File: src/hw/rtl/mitf_pkg.sv
`timescale 1ns / 1ps
`default_nettype none

package mitf_pkg;

  // Data widths.
  localparam int unsigned TEMP_W     = 24;
  localparam int unsigned COEF_W     = 17;
  localparam int unsigned PROD_W     = TEMP_W + COEF_W;
  localparam int unsigned ACC_W      = PROD_W + 1;
  localparam int unsigned CFG_IDX_W  = 3;
  localparam int unsigned CFG_DATA_W = 24;

  // Default converter width.
  localparam int unsigned ADC_BITS_DEF = 12;

  // Filter weights, Q16 with the new and old weights summing to one.
  localparam logic signed [COEF_W-1:0] LP_NEW = 17'sd1311;
  localparam logic signed [COEF_W-1:0] LP_OLD = 17'sd64225;
  localparam logic signed [COEF_W-1:0] DS_NEW = 17'sd3932;
  localparam logic signed [COEF_W-1:0] DS_OLD = 17'sd61604;

  // Rounding bias for the Q16 filters.
  localparam logic signed [ACC_W-1:0] BLEND_BIAS = 42'sd32768;

  // Configuration register indexes.
  localparam logic [CFG_IDX_W-1:0] REG_GAIN      = 3'd0;
  localparam logic [CFG_IDX_W-1:0] REG_OFFSET    = 3'd1;
  localparam logic [CFG_IDX_W-1:0] REG_WARMUP    = 3'd2;
  localparam logic [CFG_IDX_W-1:0] REG_FAST      = 3'd3;
  localparam logic [CFG_IDX_W-1:0] REG_THRESHOLD = 3'd4;

  // Configuration reset values.
  localparam logic signed [23:0] GAIN_RST      = 24'sd5280;
  localparam logic signed [15:0] OFFSET_RST    = 16'sd0;
  localparam logic [7:0]         WARMUP_RST    = 8'd50;
  localparam logic [7:0]         FAST_RST      = 8'd16;
  localparam logic [15:0]        THRESHOLD_RST = 16'd256;

  // Sequencer states.
  typedef enum logic [3:0] {
    ST_IDLE,
    ST_CAL,
    ST_HIST,
    ST_SEL,
    ST_LP_A,
    ST_LP_B,
    ST_LP_R,
    ST_DISP,
    ST_DS_A,
    ST_DS_B,
    ST_DS_R,
    ST_DS_CMP,
    ST_FIN
  } state_e;

  // Control of the shared multiply-accumulate unit.
  typedef struct packed {
    logic mul_en;
    logic acc_load;
  } mac_ctrl_t;

endpackage

`default_nettype wire

File: src/hw/rtl/median_iir_temperature_filter_core.sv
`timescale 1ns / 1ps
`default_nettype none

// Temperature filter core. Each accepted item is one converter reading; it is
// calibrated with gain and offset, passed through a three-point median, a
// 0.02/0.98 low-pass filter (pass-through during warm-up) and a display filter
// with fast and stable modes, and one result item is produced per input item.
// All multiplications run through one shared multiplier under a small
// sequencer. The low-pass steps are skipped in warm-up pass-through, the
// display blend steps are skipped in fast mode, and the sequencer goes back
// to idle before the next item is taken. The result sits in an output
// register, so the next item may be accepted while the previous result
// waits. Configuration writes take effect immediately; the user must make
// them while the block is idle, as the block itself does not enforce this.
module median_iir_temperature_filter_core #(
  parameter int unsigned ADC_BITS = mitf_pkg::ADC_BITS_DEF
) (
  input  wire                                        clk_i,
  input  wire                                        rst_ni,
  input  wire                                        cfg_we_i,
  input  wire logic [mitf_pkg::CFG_IDX_W-1:0]        cfg_idx_i,
  input  wire logic [mitf_pkg::CFG_DATA_W-1:0]       cfg_data_i,
  input  wire                                        in_valid_i,
  output logic                                       in_stall_o,
  input  wire logic [ADC_BITS-1:0]                   adc_sample_i,
  output logic                                       out_valid_o,
  input  wire                                        out_stall_i,
  output logic signed [mitf_pkg::TEMP_W-1:0]         display_temp_o,
  output logic signed [mitf_pkg::TEMP_W-1:0]         filtered_temp_o,
  output logic signed [mitf_pkg::TEMP_W-1:0]         median_temp_o,
  output logic                                       stable_mode_o,
  output logic                                       ready_res_o
);

  localparam int unsigned TW = mitf_pkg::TEMP_W;
  localparam int unsigned AW = mitf_pkg::ACC_W;
  localparam int unsigned PW = mitf_pkg::PROD_W;
  localparam int unsigned CW = mitf_pkg::COEF_W;

  // Saturate a wide signed value to the temperature range.
  function automatic logic signed [TW-1:0] sat_temp(input logic signed [34:0] v);
    logic signed [34:0] hi;
    logic signed [34:0] lo;
    hi = 35'sd8388607;
    lo = -35'sd8388608;
    if (v > hi) begin
      sat_temp = 24'sh7FFFFF;
    end else if (v < lo) begin
      sat_temp = 24'sh800000;
    end else begin
      sat_temp = v[TW-1:0];
    end
  endfunction

  // Configuration registers.
  logic signed [23:0] gain_q;
  logic signed [15:0] offset_q;
  logic [7:0]         warmup_len_q;
  logic [7:0]         fast_len_q;
  logic [15:0]        threshold_q;

  // Filter state.
  mitf_pkg::state_e   state_q, state_d;
  logic [ADC_BITS-1:0] adc_q;
  logic signed [TW-1:0] hist_q [3];
  logic [1:0]         hist_ptr_q;
  logic [7:0]         warmup_cnt_q;
  logic signed [TW-1:0] lowpass_q;
  logic signed [TW-1:0] display_q;
  logic [7:0]         fast_cnt_q;
  logic               stable_q;
  logic               warmed_q;
  logic signed [TW-1:0] med_q;
  logic               out_valid_q;

  // Shared unit connections.
  mitf_pkg::mac_ctrl_t  mac_ctrl;
  logic signed [TW-1:0] op_a;
  logic signed [CW-1:0] op_b;
  logic signed [PW-1:0] mac_prod;
  logic signed [AW-1:0] mac_sum;

  mitf_mac u_mac (
    .clk_i  (clk_i),
    .ctrl_i (mac_ctrl),
    .op_a_i (op_a),
    .op_b_i (op_b),
    .prod_o (mac_prod),
    .sum_o  (mac_sum)
  );

  logic in_accept;
  logic out_free;
  assign in_accept = in_valid_i && !in_stall_o;
  assign out_free  = !out_valid_q || !out_stall_i;

  // Calibration: round the gain product to 1/256 degree, add the offset.
  logic signed [AW-1:0] cal_round;
  logic signed [34:0]   cal_sum;
  logic signed [TW-1:0] cal_temp;
  assign cal_round = {mac_prod[PW-1], mac_prod} + 42'sd128;
  assign cal_sum   = {cal_round[AW-1], cal_round[AW-1:8]}
                   + {{19{offset_q[15]}}, offset_q};
  assign cal_temp  = sat_temp(cal_sum);

  // Blend result: round the Q16 sum and saturate.
  logic signed [TW-1:0] blend_temp;
  assign blend_temp = sat_temp({{9{mac_sum[AW-1]}}, mac_sum[AW-1:16]});

  // Median of the three history entries, taken by value.
  logic signed [TW-1:0] med_lo, med_hi, med_val;
  always_comb begin
    med_lo = (hist_q[0] < hist_q[1]) ? hist_q[0] : hist_q[1];
    med_hi = (hist_q[0] < hist_q[1]) ? hist_q[1] : hist_q[0];
    if (hist_q[2] <= med_lo) begin
      med_val = med_lo;
    end else if (hist_q[2] >= med_hi) begin
      med_val = med_hi;
    end else begin
      med_val = hist_q[2];
    end
  end

  // The low-pass filter is bypassed while warm-up is still running.
  logic passthrough;
  assign passthrough = !warmed_q && (warmup_cnt_q < warmup_len_q);

  // Fast-mode count and the switch to stable mode.
  logic [7:0] fast_cnt_inc;
  assign fast_cnt_inc = fast_cnt_q + 8'd1;

  // Distance between display and low-pass values.
  logic signed [TW:0] diff;
  logic [TW:0]        diff_abs;
  assign diff     = {display_q[TW-1], display_q} - {lowpass_q[TW-1], lowpass_q};
  assign diff_abs = diff[TW] ? (~diff + 25'd1) : diff;

  // Configuration write port.
  always_ff @(posedge clk_i or negedge rst_ni) begin
    if (!rst_ni) begin
      gain_q       <= mitf_pkg::GAIN_RST;
      offset_q     <= mitf_pkg::OFFSET_RST;
      warmup_len_q <= mitf_pkg::WARMUP_RST;
      fast_len_q   <= mitf_pkg::FAST_RST;
      threshold_q  <= mitf_pkg::THRESHOLD_RST;
    end else if (cfg_we_i) begin
      case (cfg_idx_i)
        mitf_pkg::REG_GAIN:      gain_q       <= cfg_data_i;
        mitf_pkg::REG_OFFSET:    offset_q     <= cfg_data_i[15:0];
        mitf_pkg::REG_WARMUP:    warmup_len_q <= cfg_data_i[7:0];
        mitf_pkg::REG_FAST:      fast_len_q   <= cfg_data_i[7:0];
        mitf_pkg::REG_THRESHOLD: threshold_q  <= cfg_data_i[15:0];
        default: ;
      endcase
    end
  end

  // Next state of the sequencer.
  always_comb begin
    state_d = state_q;
    case (state_q)
      mitf_pkg::ST_IDLE:   if (in_valid_i) state_d = mitf_pkg::ST_CAL;
      mitf_pkg::ST_CAL:    state_d = mitf_pkg::ST_HIST;
      mitf_pkg::ST_HIST:   state_d = mitf_pkg::ST_SEL;
      mitf_pkg::ST_SEL:    state_d = passthrough ? mitf_pkg::ST_DISP : mitf_pkg::ST_LP_A;
      mitf_pkg::ST_LP_A:   state_d = mitf_pkg::ST_LP_B;
      mitf_pkg::ST_LP_B:   state_d = mitf_pkg::ST_LP_R;
      mitf_pkg::ST_LP_R:   state_d = mitf_pkg::ST_DISP;
      mitf_pkg::ST_DISP:   state_d = stable_q ? mitf_pkg::ST_DS_A : mitf_pkg::ST_FIN;
      mitf_pkg::ST_DS_A:   state_d = mitf_pkg::ST_DS_B;
      mitf_pkg::ST_DS_B:   state_d = mitf_pkg::ST_DS_R;
      mitf_pkg::ST_DS_R:   state_d = mitf_pkg::ST_DS_CMP;
      mitf_pkg::ST_DS_CMP: state_d = mitf_pkg::ST_FIN;
      mitf_pkg::ST_FIN:    if (out_free) state_d = mitf_pkg::ST_IDLE;
      default:             state_d = mitf_pkg::ST_IDLE;
    endcase
  end

  // Sequencer outputs: operands and control of the shared unit.
  always_comb begin
    mac_ctrl = '0;
    op_a     = gain_q;
    op_b     = {{(CW - ADC_BITS){1'b0}}, adc_q};
    in_stall_o = (state_q != mitf_pkg::ST_IDLE);
    case (state_q)
      mitf_pkg::ST_CAL: begin
        mac_ctrl.mul_en = 1'b1;
      end
      mitf_pkg::ST_LP_A: begin
        mac_ctrl.mul_en = 1'b1;
        op_a = med_q;
        op_b = mitf_pkg::LP_NEW;
      end
      mitf_pkg::ST_LP_B: begin
        mac_ctrl.mul_en   = 1'b1;
        mac_ctrl.acc_load = 1'b1;
        op_a = lowpass_q;
        op_b = mitf_pkg::LP_OLD;
      end
      mitf_pkg::ST_DS_A: begin
        mac_ctrl.mul_en = 1'b1;
        op_a = lowpass_q;
        op_b = mitf_pkg::DS_NEW;
      end
      mitf_pkg::ST_DS_B: begin
        mac_ctrl.mul_en   = 1'b1;
        mac_ctrl.acc_load = 1'b1;
        op_a = display_q;
        op_b = mitf_pkg::DS_OLD;
      end
      default: ;
    endcase
  end

  // Control and filter state.
  always_ff @(posedge clk_i or negedge rst_ni) begin
    if (!rst_ni) begin
      state_q      <= mitf_pkg::ST_IDLE;
      hist_q[0]    <= '0;
      hist_q[1]    <= '0;
      hist_q[2]    <= '0;
      hist_ptr_q   <= '0;
      warmup_cnt_q <= '0;
      lowpass_q    <= '0;
      display_q    <= '0;
      fast_cnt_q   <= '0;
      stable_q     <= 1'b0;
      warmed_q     <= 1'b0;
      out_valid_q  <= 1'b0;
    end else begin
      state_q <= state_d;
      // A finished item fills the output register once it is empty or the old result leaves.
      if (state_q == mitf_pkg::ST_FIN && out_free) begin
        out_valid_q <= 1'b1;
      end else if (out_valid_q && !out_stall_i) begin
        out_valid_q <= 1'b0;
      end
      case (state_q)
        mitf_pkg::ST_HIST: begin
          for (int i = 0; i < 3; i++) begin
            if (hist_ptr_q == 2'(i)) begin
              hist_q[i] <= cal_temp;
            end
          end
          hist_ptr_q <= (hist_ptr_q >= 2'd2) ? 2'd0 : hist_ptr_q + 2'd1;
        end
        mitf_pkg::ST_SEL: begin
          if (passthrough) begin
            warmup_cnt_q <= warmup_cnt_q + 8'd1;
            lowpass_q    <= med_val;
          end
        end
        mitf_pkg::ST_LP_R: begin
          lowpass_q <= blend_temp;
          warmed_q  <= 1'b1;
        end
        mitf_pkg::ST_DISP: begin
          if (!stable_q && warmed_q) begin
            display_q <= lowpass_q;
            if (fast_cnt_inc >= fast_len_q) begin
              fast_cnt_q <= '0;
              stable_q   <= 1'b1;
            end else begin
              fast_cnt_q <= fast_cnt_inc;
            end
          end
        end
        mitf_pkg::ST_DS_R: begin
          display_q <= blend_temp;
        end
        mitf_pkg::ST_DS_CMP: begin
          if (diff_abs > {9'd0, threshold_q}) begin
            stable_q <= 1'b0;
          end
        end
        default: ;
      endcase
    end
  end

  // Item payload and result registers.
  always_ff @(posedge clk_i) begin
    if (in_accept) begin
      adc_q <= adc_sample_i;
    end
    if (state_q == mitf_pkg::ST_SEL) begin
      med_q <= med_val;
    end
    if (state_q == mitf_pkg::ST_FIN && out_free) begin
      display_temp_o  <= display_q;
      filtered_temp_o <= lowpass_q;
      median_temp_o   <= med_q;
      stable_mode_o   <= stable_q;
      ready_res_o     <= warmed_q;
    end
  end

  assign out_valid_o = out_valid_q;

  // A new result appears only when the sequencer finishes an item.
  a_result_from_fin: assert property (@(posedge clk_i) disable iff (!rst_ni)
    $rose(out_valid_q) |-> $past(state_q == mitf_pkg::ST_FIN))
    else $error("result raised outside the finish step");

  // An accepted item always starts with the calibration multiply.
  a_accept_starts_cal: assert property (@(posedge clk_i) disable iff (!rst_ni)
    in_accept |=> state_q == mitf_pkg::ST_CAL)
    else $error("accepted item did not start calibration");

  // The history pointer stays within the three-entry ring.
  a_ptr_range: assert property (@(posedge clk_i) disable iff (!rst_ni)
    hist_ptr_q != 2'd3)
    else $error("history pointer out of range");

  // Stable display mode is reached only after warm-up has ended.
  a_stable_needs_warm: assert property (@(posedge clk_i) disable iff (!rst_ni)
    stable_q |-> warmed_q)
    else $error("stable mode without warm-up");

endmodule

`default_nettype wire

File: src/hw/rtl/mitf_mac.sv
`timescale 1ns / 1ps
`default_nettype none

// Shared multiplier with a product register and a one-term accumulator.
// A two-term blend loads the first product plus the rounding bias, and the
// sum output then adds the second product.
module mitf_mac (
  input  wire                                        clk_i,
  input  wire mitf_pkg::mac_ctrl_t                   ctrl_i,
  input  wire logic signed [mitf_pkg::TEMP_W-1:0]    op_a_i,
  input  wire logic signed [mitf_pkg::COEF_W-1:0]    op_b_i,
  output logic signed [mitf_pkg::PROD_W-1:0]         prod_o,
  output logic signed [mitf_pkg::ACC_W-1:0]          sum_o
);

  logic signed [mitf_pkg::PROD_W-1:0] prod_q;
  logic signed [mitf_pkg::ACC_W-1:0]  acc_q;
  logic signed [mitf_pkg::ACC_W-1:0]  prod_ext;

  assign prod_ext = {prod_q[mitf_pkg::PROD_W-1], prod_q};

  // Product register, then the accumulator, which loads from the registered product.
  always_ff @(posedge clk_i) begin
    if (ctrl_i.mul_en) begin
      prod_q <= op_a_i * op_b_i;
    end
    if (ctrl_i.acc_load) begin
      acc_q <= prod_ext + mitf_pkg::BLEND_BIAS;
    end
  end

  assign prod_o = prod_q;
  assign sum_o  = acc_q + prod_ext;

endmodule

`default_nettype wire
File: config.mk
export PLATFORM = sky130hd
export DESIGN_NAME = median_iir_temperature_filter_core
export DESIGN_NICKNAME = d
export VERILOG_FILES = /design/src/hw/rtl/mitf_pkg.sv /design/src/hw/rtl/median_iir_temperature_filter_core.sv /design/src/hw/rtl/mitf_mac.sv
export SDC_FILE = /design/constraint.sdc
export NUM_CORES = 2
export LEC_CHECK = 0
export CAP_MARGIN = 20
export CORE_ASPECT_RATIO = 1.1
export CORE_UTILIZATION = 25
export DETAILED_ROUTE_END_ITERATION = 7
export DONT_BUFFER_PORTS = 1
export GPL_ROUTABILITY_DRIVEN = 0
export GPL_TIMING_DRIVEN = 0
export SLEW_MARGIN = 25
export SYNTH_ARGS = -nofsm -noshare
export SYNTH_HDL_FRONTEND = slang
export SYNTH_HIERARCHICAL = 1
export SYNTH_SLANG_ARGS = --single-unit
File: constraint.sdc
create_clock -name clk_i -period 11.1 [get_ports clk_i]
set_input_delay 1.11 -clock clk_i [delete_from_list [all_inputs] [get_ports clk_i]]
set_output_delay 1.11 -clock clk_i [all_outputs]
set_load 0.05 [all_outputs]
== Word level (Yosys, flattened, before mapping) ==
Index checks and enable logic that the tools add are counted.

* Register bits after elaboration: 410
* Bits in latches: 0
* Bits in writable memories: 0
* ROM bits: 0
* Input port bits: 44
* Output and inout bits: 76
* Word-level logic and storage cells: 138
* Memories kept: 0

* $add $sub $neg: 9
* Multiply operators: 1
* Divide/modulo/power cells: 0
* Magnitude comparators: 11
* Eq/ne operators: 24
* Shift operators: 0
* Muxes and demuxes: 30
* Bitwise logic cells: 1
* Reduce and logical (&&, ||, !) cells: 36

{| class="wikitable"
|+ Operators with widths
! operator !! count
|-
| $mux 24 || 10
|-
| $pmux 24 s2 || 2
|-
| $pmux 24 s3 || 1
|-
| $pmux 16 s4 || 1
|-
| $pmux 4 s13 || 1
|-
| $add 41x17->42 const B || 1
|-
| $add 41x9->42 const B || 1
|-
| $add 42x41->42 || 1
|-
| $mul 24x17->41 || 1
|-
| $add 34x16->35 || 1
|-
| $gt 35x24->1 const B || 1
|-
| $lt 35x24->1 const B || 1
|-
| $gt 26x24->1 const B || 1
|-
| $lt 26x24->1 const B || 1
|-
| $reduce_and 2->1 || 13
|-
| $add 25x1->25 const B || 1
|-
| $gt 25x16->1 || 1
|-
| $mux 25 || 1
|-
| $not 25->25 || 1
|-
| $sub 24x24->25 || 1
|-
| $ge 24x24->1 || 1
|-
| $le 24x24->1 || 1
|-
| $lt 24x24->1 || 1
|-
| $eq 4x4->1 const B || 5
|-
| 31 further kinds || 62
|}

== Depth between registers and ports, before layout ==
* Depth in word-level cells: 7
* Gate-level depth with buffers: 31
* Mapped depth without buffers: 27

== Modules after synthesis ==
Netlist, hierarchy kept.

{| class="wikitable"
|+ By module, submodules not included
! module !! times used !! cells each !! area each (um^2) !! sequential area each (um^2)
|-
| median_iir_temperature_filter_core || 1 || 2291 || 21574.4 || 8744.6
|-
| mitf_mac || 1 || 2152 || 19957.9 || 2492.4
|}

== Least setup slack after synthesis ==
OpenSTA, ideal clock, no wires.

* Kind: register to register
* Start: reg state_q[2]
* End: reg u_mac.prod_q, in the netlist u_mac/prod_o[32], data pin
* Library setup time: 274 ps
* Data arrival time: 8893 ps
* Data required time: 10826 ps
* Setup slack: 1932 ps
* Stages on the path, launching flop included: 27
* Buffers on the path: 3
* Period minus slack after synthesis: 9168 ps
* Path through: dfrtp_1 clkbuf_1 nand2b_1 a21oi_1 a21o_1 clkbuf_1 nand2_1 fa_1 inv_1 fa_1 inv_1 fa_1 inv_1 fa_1 fa_1 inv_1 fa_1 inv_1 ha_1 clkbuf_1 a211oi_1 nand2_1 o311ai_0 a311oi_1 a31oi_1 mux2i_1 o2111ai_1

* Elaborated cells between the ends (all ways): 8
* Those cells by class: mul (1); eq/ne (4); mux (2); reduce/logical (1)

{| class="wikitable"
|+ RTL lines
! what !! RTL line !! RTL
|-
| start: declaration || median_iir_temperature_filter_core.sv:63 || <nowiki>mitf_pkg::state_e state_q, state_d;</nowiki>
|-
| start signal: assignment || median_iir_temperature_filter_core.sv:218 || <nowiki>state_q <= mitf_pkg::ST_IDLE;</nowiki>
|-
| start signal: assignment || median_iir_temperature_filter_core.sv:231 || <nowiki>state_q <= state_d;</nowiki>
|-
| $eq 4x4->1 or $eq 4x3->1 (tied branches) || median_iir_temperature_filter_core.sv:185 || <nowiki>case (state_q)</nowiki>
|-
| $pmux 16 s4 (*) || median_iir_temperature_filter_core.sv:185 ||
|-
| via op_b[7] || median_iir_temperature_filter_core.sv:79 || <nowiki>logic signed [CW-1:0] op_b;</nowiki>
|-
| $mul 24x17->41 (*) || mitf_mac.sv:25 || <nowiki>prod_q <= op_a_i * op_b_i;</nowiki>
|-
| end signal: assignment || mitf_mac.sv:25 ||
|-
| end: declaration || mitf_mac.sv:16 || <nowiki>logic signed [mitf_pkg::PROD_W-1:0] prod_q;</nowiki>
|}

The timed path passes the listed nets; every way through them passes the cells marked *.
A chain may end at the register's enable or synchronous reset.

== Final worst setup path ==
* Start: reg state_q[2]
* End: reg u_mac.prod_q, in the netlist u_mac/prod_o[34], data pin

* Cells in the longest elaborated chain, start to end: 4
* Elaborated cells between the ends (all ways): 8
* Those cells by class: mul (1); eq/ne (4); mux (2); reduce/logical (1)

{| class="wikitable"
|+ Ends and longest elaborated chain
! what !! RTL line !! RTL
|-
| $eq 4x4->1 or $eq 4x3->1 (tied branches) || median_iir_temperature_filter_core.sv:185 ||
|-
| $reduce_or 2->1 (no source line) || n/a ||
|-
| $pmux 24 s3 (*) || median_iir_temperature_filter_core.sv:185 ||
|-
| via op_a[11] || median_iir_temperature_filter_core.sv:78 || <nowiki>logic signed [TW-1:0] op_a;</nowiki>
|-
| $mul 24x17->41 (*) || mitf_mac.sv:25 ||
|}

Marks and branches as above.

==> flow_summary_export.csv <==
group,metric,value,unit
floorplan,ios,120,
setup_path,cp.required,11.43,ns
global_routing,overflow,0,
cts,htreeDepth,2,
cells_and_area,num-fill-cells,17400,
min_path,min_path_type,"in -> async",
setup_path,arrival,10.87,ns
setup_path,path_class,"reg -> reg",
route,vias,33330,
timing,hold_viol_final,0,
timing,fin_crit,10.54,ns
timing,max_freq,94.90,MHz
cts,cts_buffers,44,
floorplan,die_area,0.1667,mm2
route,viasPerCell,4.970,
setup_path,endpoint_kind,"flip-flop",
timing,holdWs,0.2036,ns
timing,slew_headroom,20.20,%
global_routing,grt_pass1_wl,201900,um
timing,setup_violations,0,
cells_and_area,nets,5211,
setup_path,crit_top_cell,"fa_1",
yosys,synthesis.area,0.04126,mm2
route,ant_nets,0,
global_routing,grt_max_degree,218,
cts,post_cts_buffers,0,
cts,ctsLongestPathBuffers,3,
cells_and_area,layout-drive-gt1-share,5.609,%
route,routedWlPerCell,19.99,um
job,cap_violations,0,
floorplan,core-area,0.1642,mm2
cts,cts_hold_buffers,0,
yosys,syn_inst,4397,
global_routing,grt_use_total,15.82,%
floorplan,die_w,389.3,um
floorplan,start_util,25.13,%
place,io_buffers,0,
timing,finalClockSkew,0.02957,ns
global_routing,grt_antenna_before_repair,19,
setup_path,reg2reg_slack,0.56,ns
yosys,ys_warn_count,6,
floorplan,num_rows,156,
run_status,status,"complete, no violations",
route,wirelength,134100,um
floorplan,die_h,428.1,um
cts,cts_root_buf,"clkbuf_16",
timing,finalMaxSlewViolations,0,
route,drtPass1Iterations,8,
global_routing,grt_pass1_vias,33340,
route,drt_first_iter_violations,2798,
place,dpl.hpwl,109900,um
setup_path,crit_path_top_delay_cell,"clkbuf_1",
cts,cts_tree,"done",
cts,insertion_delay,0.61,ns
yosys,avgSynthCellArea,9.383,um2
setup_path,r2r_cells,29,
setup_path,startpoint_type,"flip-flop",
timing,tightest_slew,1.185,ns
cells_and_area,area_growth,11.09,%
cts,cts.sinks,410,
setup_path,max_stage_delay,0.72,ns
route,drc,0,
timing,period_share,94.94,%
cts,clk_pin_slew_worst_paths,0.06,ns
setup_path,crit_path_max_fanout,10,
timing,rsz0062_at_grt,"false",
==> per-layer routing <==
layer | vias to the layer above | track usage, % | routed length [um]
met5 | - | 0 | 108
met4 | 18 | 7.771 | 7693
met3 | 394 | 3.548 | 12380
met2 | 1420 | 26.07 | 61280
met1 | 16500 | 19.39 | 52620
li1 | 15000 | - | -
==> cells in the final DEF (no fill, tap or decap), types with 14 or more instances in the layout <==
| master | n |
|---|---|
| inv_1 | 594 |
| nand2_1 | 503 |
| fa_1 | 404 |
| ha_1 | 306 |
| a21oi_1 | 247 |
| nor2_1 | 239 |
| o21ai_0 | 215 |
| dfrtp_1 | 208 |
| and2_1 | 204 |
| edfxtp_1 | 193 |
| clkbuf_1 | 163 |
| xnor2_1 | 121 |
| a21o_1 | 111 |
| mux2_2 | 78 |
| xor2_1 | 64 |
| nand3_1 | 63 |
| nand4_1 | 56 |
| mux2i_1 | 54 |
| clkbuf_16 | 48 |
| and3_1 | 36 |
| nor3_1 | 35 |
| nand2b_1 | 33 |
| o21a_1 | 27 |
| o22ai_1 | 27 |
| a221o_1 | 26 |
| o211ai_1 | 24 |
| a222oi_1 | 24 |
| a211oi_1 | 22 |
| o21bai_1 | 22 |
| nor2b_1 | 20 |
| o31ai_1 | 19 |
| buf_2 | 15 |
| or3_1 | 14 |
==> what timing repair did <==
| item | CTS | global route |
|---|---|---|
| endpoints found under the setup margin | 0 | 3 |
| resized for setup | 0 | 1 |
| hold endpoints to repair | 0 | 0 |
==> worst max-delay path: cells and delay by family, from the launching register on <==
kind | cells | cell delay [ns]
AOI/OAI and AO/OA | 6 | 2.35
adders and majority gates | 7 | 3.44
buffers and inverters | 10 | 2.45
and+or+nand+nor | 5 | 1.59
xor gates and xnor gates | 1 | 0.09
DFF | 1 | 0.33
==> path summary, 6_finish.rpt <==
| path | start | to |
|---|---|---|
| worst max-delay path | state_q[2] | u_mac/prod_o[34] |
| min in group clk_i | u_mac/prod_o[6] | u_mac/acc_q[6] |
| worst min register to register | u_mac/prod_o[6] | u_mac/acc_q[6] |
| worst min-delay path | rst_ni | lowpass_q[2] |
| max in group asynchronous | rst_ni | threshold_q[12] |
| worst max register to register | state_q[2] | u_mac/prod_o[34] |
==> stage by stage <==
step | setup WS [ns] | utilization, % | TNS (ns) | cell area (um2) | std cells
floorplan | 1.932 | - | 0 | 41270 | 4401
global placement | -2.459 | 26.83 | -44.45 | 44040 | 6613
detailed placement | 0.4377 | 26.97 | 0 | 44270 | 6623
CTS | 0.3880 | 27.90 | 0 | 45800 | 6705
global route | 0.02773 | 27.92 | 0 | 45830 | 6705
finish | 0.5621 | 27.92 | 0 | 45830 | 6706
==> cell type report <==
type | instances | area, um2 | share of cell area, %
antenna | 1 | 2.502 | 0.005460
sequential | 410 | 11240 | 24.52
buffer | 178 | 713.2 | 1.556
multi-input combinational | 3219 | 27180 | 59.31
tap | 2212 | 2768 | 6.039
timing repair buffer | 10 | 167.7 | 0.3658
clock buffer | 60 | 1284 | 2.801
clock inverter | 22 | 250.2 | 0.5460
inverter | 594 | 2230 | 4.865
==> flip-flops by register name, indices dropped and copies added, names as in the netlist, 2 cells and up <==
signal and cells:
lowpass_q 24, display_q 24, hist_ptr_q 2, offset_q 16, warmup_cnt_q 8, gain_q 24, u_mac/acc_q 42, display_temp_o 24
warmup_len_q 8, adc_q 12, median_temp_o 24, fast_cnt_q 8, u_mac/prod_o 41, filtered_temp_o 24, med_q 24, fast_len_q 8
threshold_q 16, state_q 4, hist_q 72
Power is not shown: default switching activity piles up to over one toggle a cycle in this logic, so the estimate is an artifact.
